$ cat config.mk
export PLATFORM = sky130hd
export DESIGN_NAME = stop_and_wait_packet_receiver_core_flat
export DESIGN_NICKNAME = d
export VERILOG_FILES = /design/src/rtl/core/swpr_pkg.sv /design/src/rtl/core/swpr_pkt_if.sv /design/src/rtl/core/swpr_rsp_if.sv /design/src/rtl/core/stop_and_wait_packet_receiver_core.sv /design/src/flat_wrapper.sv
export SDC_FILE = /design/constraint.sdc
export NUM_CORES = 1
export LEC_CHECK = 0
export BUFFER_PORTS_ARGS = -buffer_cell sky130_fd_sc_hd__buf_2
export CAP_MARGIN = 20
export CORE_UTILIZATION = 30
export DETAILED_ROUTE_END_ITERATION = 12
export PLACE_DENSITY = 0.53
export SYNTH_ARGS = -nofsm -noshare
export SYNTH_HDL_FRONTEND = slang
export SYNTH_SLANG_ARGS = --single-unit
$ cat constraint.sdc
create_clock -name clk -period 23.4 [get_ports clk]
set_input_delay 4.68 -clock clk [delete_from_list [all_inputs] [get_ports clk]]
set_output_delay 4.68 -clock clk [all_outputs]
set_load 0.05 [all_outputs]
$ cat src/rtl/core/swpr_pkg.sv
// package: packet codes, response codes and size constants for the stop-and-wait receiver
package swpr_pkg;

	localparam int MAX_PAYLOAD       = 1024;
	localparam int MAX_MESSAGE_BYTES = 1048575;

	localparam int POS_W = $clog2(MAX_PAYLOAD + 1);
	localparam int LEN_W = $clog2(MAX_MESSAGE_BYTES + 1);
	localparam int SUM_W = 32;

	typedef enum logic [2:0] {
		PKT_DATA      = 3'd0,
		PKT_LAST_DATA = 3'd1,
		PKT_ACK       = 3'd2,
		PKT_NACK      = 3'd3,
		PKT_TERM      = 3'd4
	} pkt_type_t;

	typedef enum logic [1:0] {
		RSP_NONE = 2'd0,
		RSP_ACK  = 2'd1,
		RSP_NACK = 2'd2
	} response_t;

endpackage

$ cat src/rtl/core/swpr_pkt_if.sv
// interface: received packet item channel
interface swpr_pkt_if;
	logic               valid;
	logic               ready;
	logic [2:0]         pkt_type;
	logic               has_byte;
	logic signed [7:0]  byte_value;
	logic               end_of_packet;
	logic signed [31:0] rx_checksum;

	modport source (
		output valid, pkt_type, has_byte, byte_value, end_of_packet, rx_checksum,
		input  ready
	);
	modport sink (
		input  valid, pkt_type, has_byte, byte_value, end_of_packet, rx_checksum,
		output ready
	);
endinterface

$ cat src/rtl/core/swpr_rsp_if.sv
// interface: per-item response channel
interface swpr_rsp_if;
	logic        valid;
	logic        ready;
	logic [1:0]  response;
	logic        commit;
	logic        message_done;
	logic [19:0] message_length;
	logic        ack_notify;
	logic        ack_value;
	logic        link_alive;

	modport source (
		output valid, response, commit, message_done, message_length, ack_notify,
			ack_value, link_alive,
		input  ready
	);
	modport sink (
		input  valid, response, commit, message_done, message_length, ack_notify,
			ack_value, link_alive,
		output ready
	);
endinterface

$ cat src/rtl/core/stop_and_wait_packet_receiver_core.sv
// top level: stop-and-wait receiver, weighted checksum check and message length tracking
//
//   channel  dir  handshake     payload
//   pkt      in   valid/ready   pkt_type, has_byte, byte_value, end_of_packet, rx_checksum
//   rsp      out  valid/ready   response, commit, message_done, message_length,
//                               ack_notify, ack_value, link_alive
//
// one transaction in, one transaction out; a new item can be taken every cycle while rsp is not stalled
// an item passes from the input register through one pass of multiply-accumulate,
// checksum compare and length update into the result register
// arst_n clears the packet state and message length and brings the link up
// a stalled rsp holds the result register; pkt stays ready while the input
// register is empty or moves into the result register in the same cycle
module stop_and_wait_packet_receiver_core (
	input  logic        clk,
	input  logic        arst_n,
	swpr_pkt_if.sink    pkt,
	swpr_rsp_if.source  rsp
);
	import swpr_pkg::*;

	localparam logic [POS_W-1:0] POS_MAX = POS_W'(MAX_PAYLOAD);
	localparam logic [LEN_W-1:0] LEN_MAX = LEN_W'(MAX_MESSAGE_BYTES);

	// input register
	logic               valid_s1;
	logic [2:0]         type_s1;
	logic               has_byte_s1;
	logic signed [7:0]  byte_s1;
	logic               eop_s1;
	logic [SUM_W-1:0]   rx_s1;

	// packet and link state
	logic [SUM_W-1:0]   sum_q;
	logic [POS_W-1:0]   pos_q;
	logic [LEN_W-1:0]   msg_q;
	logic               overlong_q;
	logic               alive_q;

	// result register
	logic               out_valid_q;
	response_t          response_q;
	logic               commit_q;
	logic               done_q;
	logic [LEN_W-1:0]   length_q;
	logic               notify_q;
	logic               ackv_q;
	logic               link_q;

	logic               advance;
	logic               take;

	logic signed [POS_W+8:0] prod;
	logic [SUM_W-1:0]   term;
	logic [SUM_W-1:0]   sum_upd;
	logic [POS_W-1:0]   pos_upd;
	logic               ovl_upd;
	logic [LEN_W:0]     len_sum;
	logic [LEN_W-1:0]   len_sat;

	logic [SUM_W-1:0]   sum_n;
	logic [POS_W-1:0]   pos_n;
	logic [LEN_W-1:0]   msg_n;
	logic               overlong_n;
	logic               alive_n;
	response_t          response_n;
	logic               commit_n;
	logic               done_n;
	logic [LEN_W-1:0]   length_n;
	logic               notify_n;
	logic               ackv_n;

	assign advance   = valid_s1 && (!out_valid_q || rsp.ready);
	assign pkt.ready = !valid_s1 || advance;
	assign take      = pkt.valid && pkt.ready;

	// odd positions weight the byte by its position, even ones add it plain
	assign prod = (POS_W + 9)'(byte_s1) * (POS_W + 9)'(signed'({1'b0, pos_q}));
	assign term = pos_q[0] ? SUM_W'(prod) : SUM_W'(byte_s1);

	always_comb begin
		sum_upd = sum_q;
		pos_upd = pos_q;
		ovl_upd = overlong_q;
		if (has_byte_s1) begin
			if (pos_q < POS_MAX) begin
				sum_upd = sum_q + term;
				pos_upd = pos_q + POS_W'(1);
			end else begin
				ovl_upd = 1'b1;
			end
		end
	end

	assign len_sum = {1'b0, msg_q} + (LEN_W + 1)'(pos_upd);
	assign len_sat = (len_sum >= {1'b0, LEN_MAX}) ? LEN_MAX : len_sum[LEN_W-1:0];

	always_comb begin
		sum_n      = sum_q;
		pos_n      = pos_q;
		overlong_n = overlong_q;
		msg_n      = msg_q;
		alive_n    = alive_q;
		response_n = RSP_NONE;
		commit_n   = 1'b0;
		done_n     = 1'b0;
		notify_n   = 1'b0;
		ackv_n     = 1'b0;
		if (alive_q) begin
			if (type_s1 == PKT_TERM) begin
				alive_n    = 1'b0;
				sum_n      = '0;
				pos_n      = '0;
				overlong_n = 1'b0;
			end else if (type_s1 == PKT_DATA || type_s1 == PKT_LAST_DATA) begin
				sum_n      = sum_upd;
				pos_n      = pos_upd;
				overlong_n = ovl_upd;
				if (eop_s1) begin
					if (!ovl_upd && sum_upd == rx_s1) begin
						response_n = RSP_ACK;
						commit_n   = 1'b1;
						msg_n      = len_sat;
						done_n     = (type_s1 == PKT_LAST_DATA);
					end else begin
						response_n = RSP_NACK;
					end
					sum_n      = '0;
					pos_n      = '0;
					overlong_n = 1'b0;
				end
			end else if (type_s1 == PKT_ACK || type_s1 == PKT_NACK) begin
				if (eop_s1) begin
					notify_n   = 1'b1;
					ackv_n     = (type_s1 == PKT_ACK);
					sum_n      = '0;
					pos_n      = '0;
					overlong_n = 1'b0;
				end
			end else if (eop_s1) begin
				sum_n      = '0;
				pos_n      = '0;
				overlong_n = 1'b0;
			end
		end
		// completed message reports its final length, then restarts
		length_n = msg_n;
		if (done_n) begin
			msg_n = '0;
		end
	end

	always_ff @(posedge clk or negedge arst_n) begin
		if (!arst_n) begin
			valid_s1 <= 1'b0;
		end else if (take) begin
			valid_s1 <= 1'b1;
		end else if (advance) begin
			valid_s1 <= 1'b0;
		end
	end

	always_ff @(posedge clk) begin
		if (take) begin
			type_s1     <= pkt.pkt_type;
			has_byte_s1 <= pkt.has_byte;
			byte_s1     <= pkt.byte_value;
			eop_s1      <= pkt.end_of_packet;
			rx_s1       <= pkt.rx_checksum;
		end
	end

	always_ff @(posedge clk or negedge arst_n) begin
		if (!arst_n) begin
			sum_q       <= '0;
			pos_q       <= '0;
			msg_q       <= '0;
			overlong_q  <= 1'b0;
			alive_q     <= 1'b1;
			out_valid_q <= 1'b0;
		end else begin
			if (advance) begin
				sum_q       <= sum_n;
				pos_q       <= pos_n;
				msg_q       <= msg_n;
				overlong_q  <= overlong_n;
				alive_q     <= alive_n;
				out_valid_q <= 1'b1;
			end else if (rsp.ready) begin
				out_valid_q <= 1'b0;
			end
		end
	end

	always_ff @(posedge clk) begin
		if (advance) begin
			response_q <= response_n;
			commit_q   <= commit_n;
			done_q     <= done_n;
			length_q   <= length_n;
			notify_q   <= notify_n;
			ackv_q     <= ackv_n;
			link_q     <= alive_n;
		end
	end

	assign rsp.valid          = out_valid_q;
	assign rsp.response       = response_q;
	assign rsp.commit         = commit_q;
	assign rsp.message_done   = done_q;
	assign rsp.message_length = length_q;
	assign rsp.ack_notify     = notify_q;
	assign rsp.ack_value      = ackv_q;
	assign rsp.link_alive     = link_q;

	// a dead link never comes back without reset
	a_link_stays_down: assert property (@(posedge clk) disable iff (!arst_n)
		!alive_q |=> !alive_q)
		else $error("link came back up without reset");

	// results from a dead link carry nothing
	a_dead_result_empty: assert property (@(posedge clk) disable iff (!arst_n)
		rsp.valid && !rsp.link_alive |->
			rsp.response == RSP_NONE && !rsp.commit && !rsp.message_done && !rsp.ack_notify)
		else $error("dead link produced a response");

	// message completion only on an acknowledged, committed packet
	a_done_needs_ack: assert property (@(posedge clk) disable iff (!arst_n)
		rsp.valid && rsp.message_done |-> rsp.commit && rsp.response == RSP_ACK)
		else $error("message done without ack");

	// byte position never runs past the payload bound
	a_pos_bound: assert property (@(posedge clk) disable iff (!arst_n)
		pos_q <= POS_MAX)
		else $error("byte position past payload bound");

endmodule

$ cat src/flat_wrapper.sv
// flat-port wrapper written by rule: the top's interface ports become plain ports
module stop_and_wait_packet_receiver_core_flat import swpr_pkg::*;
  (clk, arst_n, pkt_valid, pkt_pkt_type, pkt_has_byte, pkt_byte_value, pkt_end_of_packet, pkt_rx_checksum, pkt_ready, rsp_valid, rsp_response, rsp_commit, rsp_message_done, rsp_message_length, rsp_ack_notify, rsp_ack_value, rsp_link_alive, rsp_ready);
  swpr_pkt_if pkt_i ();
  swpr_rsp_if rsp_i ();
  input  logic clk;
  input  logic arst_n;
  input wire logic [$bits(pkt_i.valid)-1:0] pkt_valid;
  input wire logic [$bits(pkt_i.pkt_type)-1:0] pkt_pkt_type;
  input wire logic [$bits(pkt_i.has_byte)-1:0] pkt_has_byte;
  input wire logic [$bits(pkt_i.byte_value)-1:0] pkt_byte_value;
  input wire logic [$bits(pkt_i.end_of_packet)-1:0] pkt_end_of_packet;
  input wire logic [$bits(pkt_i.rx_checksum)-1:0] pkt_rx_checksum;
  output wire logic [$bits(pkt_i.ready)-1:0] pkt_ready;
  output wire logic [$bits(rsp_i.valid)-1:0] rsp_valid;
  output wire logic [$bits(rsp_i.response)-1:0] rsp_response;
  output wire logic [$bits(rsp_i.commit)-1:0] rsp_commit;
  output wire logic [$bits(rsp_i.message_done)-1:0] rsp_message_done;
  output wire logic [$bits(rsp_i.message_length)-1:0] rsp_message_length;
  output wire logic [$bits(rsp_i.ack_notify)-1:0] rsp_ack_notify;
  output wire logic [$bits(rsp_i.ack_value)-1:0] rsp_ack_value;
  output wire logic [$bits(rsp_i.link_alive)-1:0] rsp_link_alive;
  input wire logic [$bits(rsp_i.ready)-1:0] rsp_ready;
  assign pkt_i.valid = pkt_valid;
  assign pkt_i.pkt_type = pkt_pkt_type;
  assign pkt_i.has_byte = pkt_has_byte;
  assign pkt_i.byte_value = pkt_byte_value;
  assign pkt_i.end_of_packet = pkt_end_of_packet;
  assign pkt_i.rx_checksum = pkt_rx_checksum;
  assign pkt_ready = pkt_i.ready;
  assign rsp_valid = rsp_i.valid;
  assign rsp_response = rsp_i.response;
  assign rsp_commit = rsp_i.commit;
  assign rsp_message_done = rsp_i.message_done;
  assign rsp_message_length = rsp_i.message_length;
  assign rsp_ack_notify = rsp_i.ack_notify;
  assign rsp_ack_value = rsp_i.ack_value;
  assign rsp_link_alive = rsp_i.link_alive;
  assign rsp_i.ready = rsp_ready;
  stop_and_wait_packet_receiver_core u_core (.clk(clk), .arst_n(arst_n), .pkt(pkt_i), .rsp(rsp_i));
endmodule
==> results.md, run 1 <==
- Run status: finished, final reports clean
- Die height: 210 um
- Cell Rows: 75
- Fill count: 4351
- Hold WS: 0.502 ns
- Mapped cell area: 0.0130 mm2
- Crit path required time: 23.61 ns
- Depth of the most critical reg-to-reg path: 27
- CTS-repair resized insts: 0
- First-pass GRT wire length: 63600 um
- Total I/O pin count: 78
- Port bufs: 77
- Routed Antenna Nets: 0
- Setup crit start: u_core.byte_s1[7]$_DFFE_PP_
- Max Slew Vio Count: 0
- Largest net degree at the start of global routing: 68
- Post-route DRC: 0
- Post-synth cell types: 96
- Multi-input combinational cell area: 0.00851 mm2
- Crit path kind: register to register
- Reg-to-Reg End: u_core.rsp.message_length[4]$_DFFE_PP_
- Worst-margin pin slew: 1.09 ns
- R2r startpoint: u_core.byte_s1[7]$_DFFE_PP_
- Clk slew on worst S/H paths: 0.07 ns
- Tcrit/Tclk final: 0.467
- Hold Violations, Final: 0
- CP Capture Type: register
- Vias: 11000
- Fin cells: 2044
- Peak Freq: 91.4 MHz
- N_diodes: 0
- Worst hold stages: 1
- PD cells: 43.6 mW/mm2
- Post-Place Setup Slack: 12.57 ns
- Clk sinks: 138
- Starting Density: 0.307
- TritonCTS Buffers: 17
- Clk buf depth: 2
- Gate Count Post-Synth: 1418
- Post-synth top cells: 157 x nand2_1, 108 x inv_1, 103 x ha_1
- Router iterations before antenna repair: 5
- Register bit count reported by yosys: 138
- Register Area: 0.00381 mm2
- CTS tree: yes
- Startpoint types: register
- Post-synth top area share: 0.164
- Placer Congestion: 0.925
- CP max stage delay: 0.74 ns
- Largest cells by area after synthesis: edfxtp_1 16%, dfrtp_1 13%, ha_1 9.9%
- Initial antenna violation count: 0
- Final setup violating endpoints: 0
- Seq/Total Area, Yosys: 0.293
- Routed len/inst: 19.6 um
- Layout Skew: 0.0126 ns
- CP Max Fanout: 20
- CP arrival: 11.14 ns
- RSZ-0062 raised after global routing: false
- Overflow left after global routing: 0
- Post-synth ARST share: 0.486
- Die area: 0.0442 mm2
- Leak pwr: 6.20 nW
- Reg2Reg Setup Slack: 12.46 ns
- Syn Area/Cell: 9.17 um2
- Drt total wl: 40100 um
- Final worst slack: 12.46 ns
- Avg Vias per Cell: 5.38
- Setup Buffers After CTS: 0
- HPWL reported at the end of detailed placement: 30600 um
- DRT iter0 DRCs: 866
- Min Tclk post-route: 10.94 ns
- Root buffer cell: clkbuf_16
- Hold WC Path Type: register to register
- Worst setup endpoint: u_core.rsp.message_length[4]$_DFFE_PP_
- Yosys top cell by area: edfxtp_1
- Critical Path Slowest Stage Cell: a2111oi_0
- Core area: 0.0423 mm2
- Tot GR Track Use: 0.187
- Worst relative slew slack: 0.273
- Placed cells: 2011
- Worst VDD drop: 52.6 uV
- Fin nets: 1663
- Share of layout cells above drive strength 1: 0.123
- Vias in the first global route: 11000
- Max-Cap Viols: 0
- Clk_lat worst skew: 0.46 ns
- Post-synth EDFFs: 71
- Syn Nets: 1627
- P&R area growth vs syn: 11.5%
- Most common cell in the netlist: nand2_1
- Number of H-tree levels: 4
- Final TNS setup: 0 ns
- Yosys warns: 0
- Width of the chip: 210 um
- Top_reg_cell synth: edfxtp_1
- Hold buffer count at cts: 0
-- state kept, by name, summed over array words and instances, names as in the netlist, 2 cells and up --
| register | count |
|---|---|
| u_core.msg_q | 20 |
| u_core.rx_s1 | 32 |
| u_core.rsp.message_length | 20 |
| u_core.rsp.response | 2 |
| u_core.sum_q | 32 |
| u_core.byte_s1 | 8 |
| u_core.pos_q | 11 |
| u_core.type_s1 | 3 |
-- cell families (layout without fill, tap and decap cells) --
family | after synthesis | count (layout) | synth area share
AND/OR/NAND/NOR | 461 | 461 | 0.180
adder cells (fa/ha/maj) | 160 | 160 | 0.187
AO/OA/AOI/OAI | 355 | 355 | 0.195
XOR/XNOR | 86 | 86 | 0.0585
multiplexers | 37 | 37 | 0.0318
buffers and inverters | 181 | 230 | 0.0542
flip-flops | 138 | 138 | 0.293
-- per-layer routing --
metal / global-route usage / vias up / wire length (um)
met5: 0 / - / 0
met4: 0.0730 / 0 / 1190
met3: 0.0313 / 61 / 1810
met2: 0.303 / 309 / 18600
met1: 0.249 / 5425 / 18500
li1: - / 5207 / -
-- cell usage in the layout (no fill, tap or decap), types with 24 or more instances in the layout --
master / count
nand3_1: 32
nor2_1: 60
buf_2: 76
nor3_1: 30
nand2_1: 157
xor2_1: 41
edfxtp_1: 71
ha_1: 103
and2_1: 47
o21ai_0: 57
fa_1: 57
dfrtp_1: 66
a21oi_1: 76
nand4_1: 24
xnor2_1: 44
inv_1: 108
-- final cells by class --
class                      count  area share
clock buffer                  18      0.0296
clock inverter                14     0.00932
inverter                     109      0.0282
multi-input combinational   1099       0.587
sequential                   138       0.263
tap                          577      0.0498
timing repair buffer          89      0.0335
-- how the worst min path moves through the flow --
stage | slack [ns] | endpoint | start
3_3_place_gp | 0.48 | u_core.overlong_q$_DFFE_PN0P_ | u_core.overlong_q$_DFFE_PN0P_
3_5_place_dp | 0.49 | u_core.overlong_q$_DFFE_PN0P_ | u_core.overlong_q$_DFFE_PN0P_
6_report | 0.50 | u_core.overlong_q$_DFFE_PN0P_ | u_core.overlong_q$_DFFE_PN0P_
2_1_floorplan | 0.46 | u_core.overlong_q$_DFFE_PN0P_ | u_core.overlong_q$_DFFE_PN0P_
5_1_grt | 0.53 | u_core.overlong_q$_DFFE_PN0P_ | u_core.overlong_q$_DFFE_PN0P_
4_1_cts | 0.51 | u_core.overlong_q$_DFFE_PN0P_ | u_core.overlong_q$_DFFE_PN0P_
-- worst max-delay path, delay by kind of cell, from the launching register on --
family	cells	cell delay [ns]
and+or+nand+nor	5	2.08
DFF	1	0.62
muxes	1	0.50
AOI/OAI and AO/OA	11	3.47
adders and majority gates	6	3.04
buffers and inverters	3	0.87
xor gates and xnor gates	1	0.08
-- power by group --
part,internal (mW),switching [mW],total [mW]
clock network,0.148,0.121,0.269
logic,0.0283,0.0599,0.0881
registers,0.265,0.00927,0.274
-- per-stage QoR --
stage          area [um2]   util  power, mW
6_report            14500  0.343      0.632
5_1_grt             14500  0.343      0.660
4_1_cts             14500  0.343      0.642
3_5_place_dp        13900  0.329      0.367
3_3_place_gp        13900  0.329      0.368
2_1_floorplan       13000      -      0.335
Power figures use the tool's default switching activity.
==> run 2: changes to the inputs <==
- PLACE_DENSITY: 0.53 -> 0.55
- clock period: 23.4 -> 9.3 ns (I/O delays scaled with it)
==> run 2 against run 1 <==
Effect of this change:
- clock power rose to 2.8 times the previous value
- clock skew grew 0.0018 ns
- setup slack got worse by 12 ns
- critical endpoint is now u_core.rsp.message_length[12]$_DFFE_PP_
- largest power group is now clock
- cell count up 2.9%
- sequential power rose to 2.5 times the previous value
- via count up 2.4%
- hold slack lost 0.0044 ns
==> results.md, run 2 (synthesis gave the netlist of run 1 again) <==
- Cell Rows: 75
- CP max stage delay: 0.57 ns
- Share of layout cells above drive strength 1: 0.168
- Root buffer cell: clkbuf_16
- Core area: 0.0423 mm2
- Worst VDD drop: 133 uV
- P_sw: 0.479 mW
- Overflow left after global routing: 0
- Vias in the first global route: 11100
- CP Max Fanout: 7
- CTS tree: yes
- Placed cells: 2058
- Starting Density: 0.307
- Number of H-tree levels: 4
- Sequential Power Share: 0.408
- Fill count: 4311
- Routed len/inst: 19.4 um
- First-pass GRT wire length: 64400 um
- Commonest non-fill, non-tap cells in the layout: 157 x nand2_1, 107 x inv_1, 103 x ha_1
- Crit path kind: register to register
- Tot GR Track Use: 0.189
- Total I/O pin count: 78
- PD cells: 112 mW/mm2
- Setup crit start: u_core.byte_s1[6]$_DFFE_PP_
- Internal power consumption: 1.21 mW
- Run status: finished, final reports clean
- CP Capture Type: register
- Hold buffer count at cts: 0
- Max-Cap Viols: 0
- CP arrival: 9.13 ns
- Vias: 11300
- Peak Freq: 112 MHz
- Avg Vias per Cell: 5.36
- Fin cells: 2103
- Leak pwr: 6.54 nW
- Worst-margin pin slew: 1.03 ns
- Register Area: 0.00382 mm2
- Final setup violating endpoints: 0
- Clock share of power: 0.449
- Critical Path Slowest Stage Cell: edfxtp_1
- Layout Skew: 0.0144 ns
- N_diodes: 0
- Die area: 0.0442 mm2
- Tcrit/Tclk final: 0.960
- Crit-path leading delay family: adder cells
- Min Tclk post-route: 8.93 ns
- Max Slew Vio Count: 0
- Width of the chip: 210 um
- Worst relative slew slack: 0.309
- Fin nets: 1722
- HPWL reported at the end of detailed placement: 31400 um
- Hold Violations, Final: 0
- Clk_lat worst skew: 0.45 ns
- Clk sinks: 138
- R2r startpoint: u_core.byte_s1[6]$_DFFE_PP_
- Most common cell after layout, fill and taps aside: nand2_1
- Largest net degree at the start of global routing: 51
- P&R area growth vs syn: 16.1%
- Regs by FF count: u_core.rx_s1 (32), u_core.sum_q (32)
- Placer Congestion: 0.908
- DRT iter0 DRCs: 930
- Routed Antenna Nets: 0
- Multi-input combinational cell area: 0.00857 mm2
- Crit path buf inv count: 3
- Sw Share: 0.284
- Post-route DRC: 0
- Initial antenna violation count: 0
- Clk slew on worst S/H paths: 0.07 ns
- RSZ-0062 raised after global routing: false
- Hold Crit Start: u_core.overlong_q$_DFFE_PN0P_
- Die height: 210 um
- Power share of the combinational group: 0.143
- Crit path required time: 9.50 ns
- Hold WC Path Type: register to register
- TritonCTS Buffers: 17
- Startpoint types: register
- Most used cell, CP: fa_1
- Router iterations before antenna repair: 5
- Clk buf depth: 2
- Port bufs: 77
- Drt total wl: 40800 um
- Hold WS: 0.498 ns
==> run 2: cell count changes in the layout (fill, tap and decap cells not counted), sizes merged <==
cell    change
bufinv      +3
clkinv      -2
buf        +59
inv         -1
==> run 2: metal layers <==
metal,GRT usage,share of wire,vias up
met5,0,0,-
met3,0.0271,0.047,77
met2,0.299,0.46,343
met1,0.253,0.45,5505
li1,-,-,5337
met4,0.0924,0.041,0
==> run 2: power groups by stage <==
stage	registers (mW)	clock network, mW	logic, mW
finish	0.687	0.756	0.240
global route	0.689	0.803	0.262
CTS	0.689	0.781	0.234
detailed placement	0.701	0	0.231
global placement	0.701	0	0.231
floorplan	0.711	0	0.132
==> run 2: stage by stage <==
stage	instance area (um2)	utilization	setup TNS, ns	power [mW]	worst slack, ns
after global placement	14300	0.338	-0.485	0.932	-0.0687
after detailed placement	14300	0.338	0	0.932	0.0258
after global routing	15100	0.357	0	1.75	0.00725
final	15100	0.357	0	1.68	0.372
after CTS	14900	0.353	0	1.70	0.0201
after floorplan	13000	-	0	0.843	0.509
==> run 2: layout make-up <==
type                            count  share of cell area
Clock inverter                     14              0.0139
Timing Repair Buffer              148              0.0625
Multi-Input combinational cell   1099               0.567
Inverter                          109              0.0273
Sequential cell                   138               0.253
Tap cell                          577              0.0478
Clock buffer                       18              0.0284
==> run 2: final timing paths <==
path                                                                 to  slack [ns]  cells after the start
worst max-delay path            u_core.rsp.message_length[12]$_DFFE_PP_        0.37                     30
worst min-delay path                      u_core.overlong_q$_DFFE_PN0P_        0.50                      1
worst max register to register  u_core.rsp.message_length[12]$_DFFE_PP_        0.37                     30
worst min register to register            u_core.overlong_q$_DFFE_PN0P_        0.50                      1
max in group asynchronous                  u_core.sum_q[20]$_DFFE_PN0P_        6.96                      2
min in group asynchronous                  u_core.msg_q[14]$_DFFE_PN0P_        1.30                      1
==> run 2: worst reg2reg max path, delay by kind of cell (launching register included) <==
family          cells  cell delay (ns)
flops               1             0.57
fa+ha+maj           6             2.80
mux                 1             0.30
buf+inv             3             0.31
compound gates     11             2.30
simple gates        9             2.42
==> run 2: repair_timing <==
item / 4_1_cts / 5_1_grt
pin swaps: 0 / 4
buffers inserted: 2 / 11
gates resized for setup: 1 / 22
endpoints found under the setup margin: 11 / 41
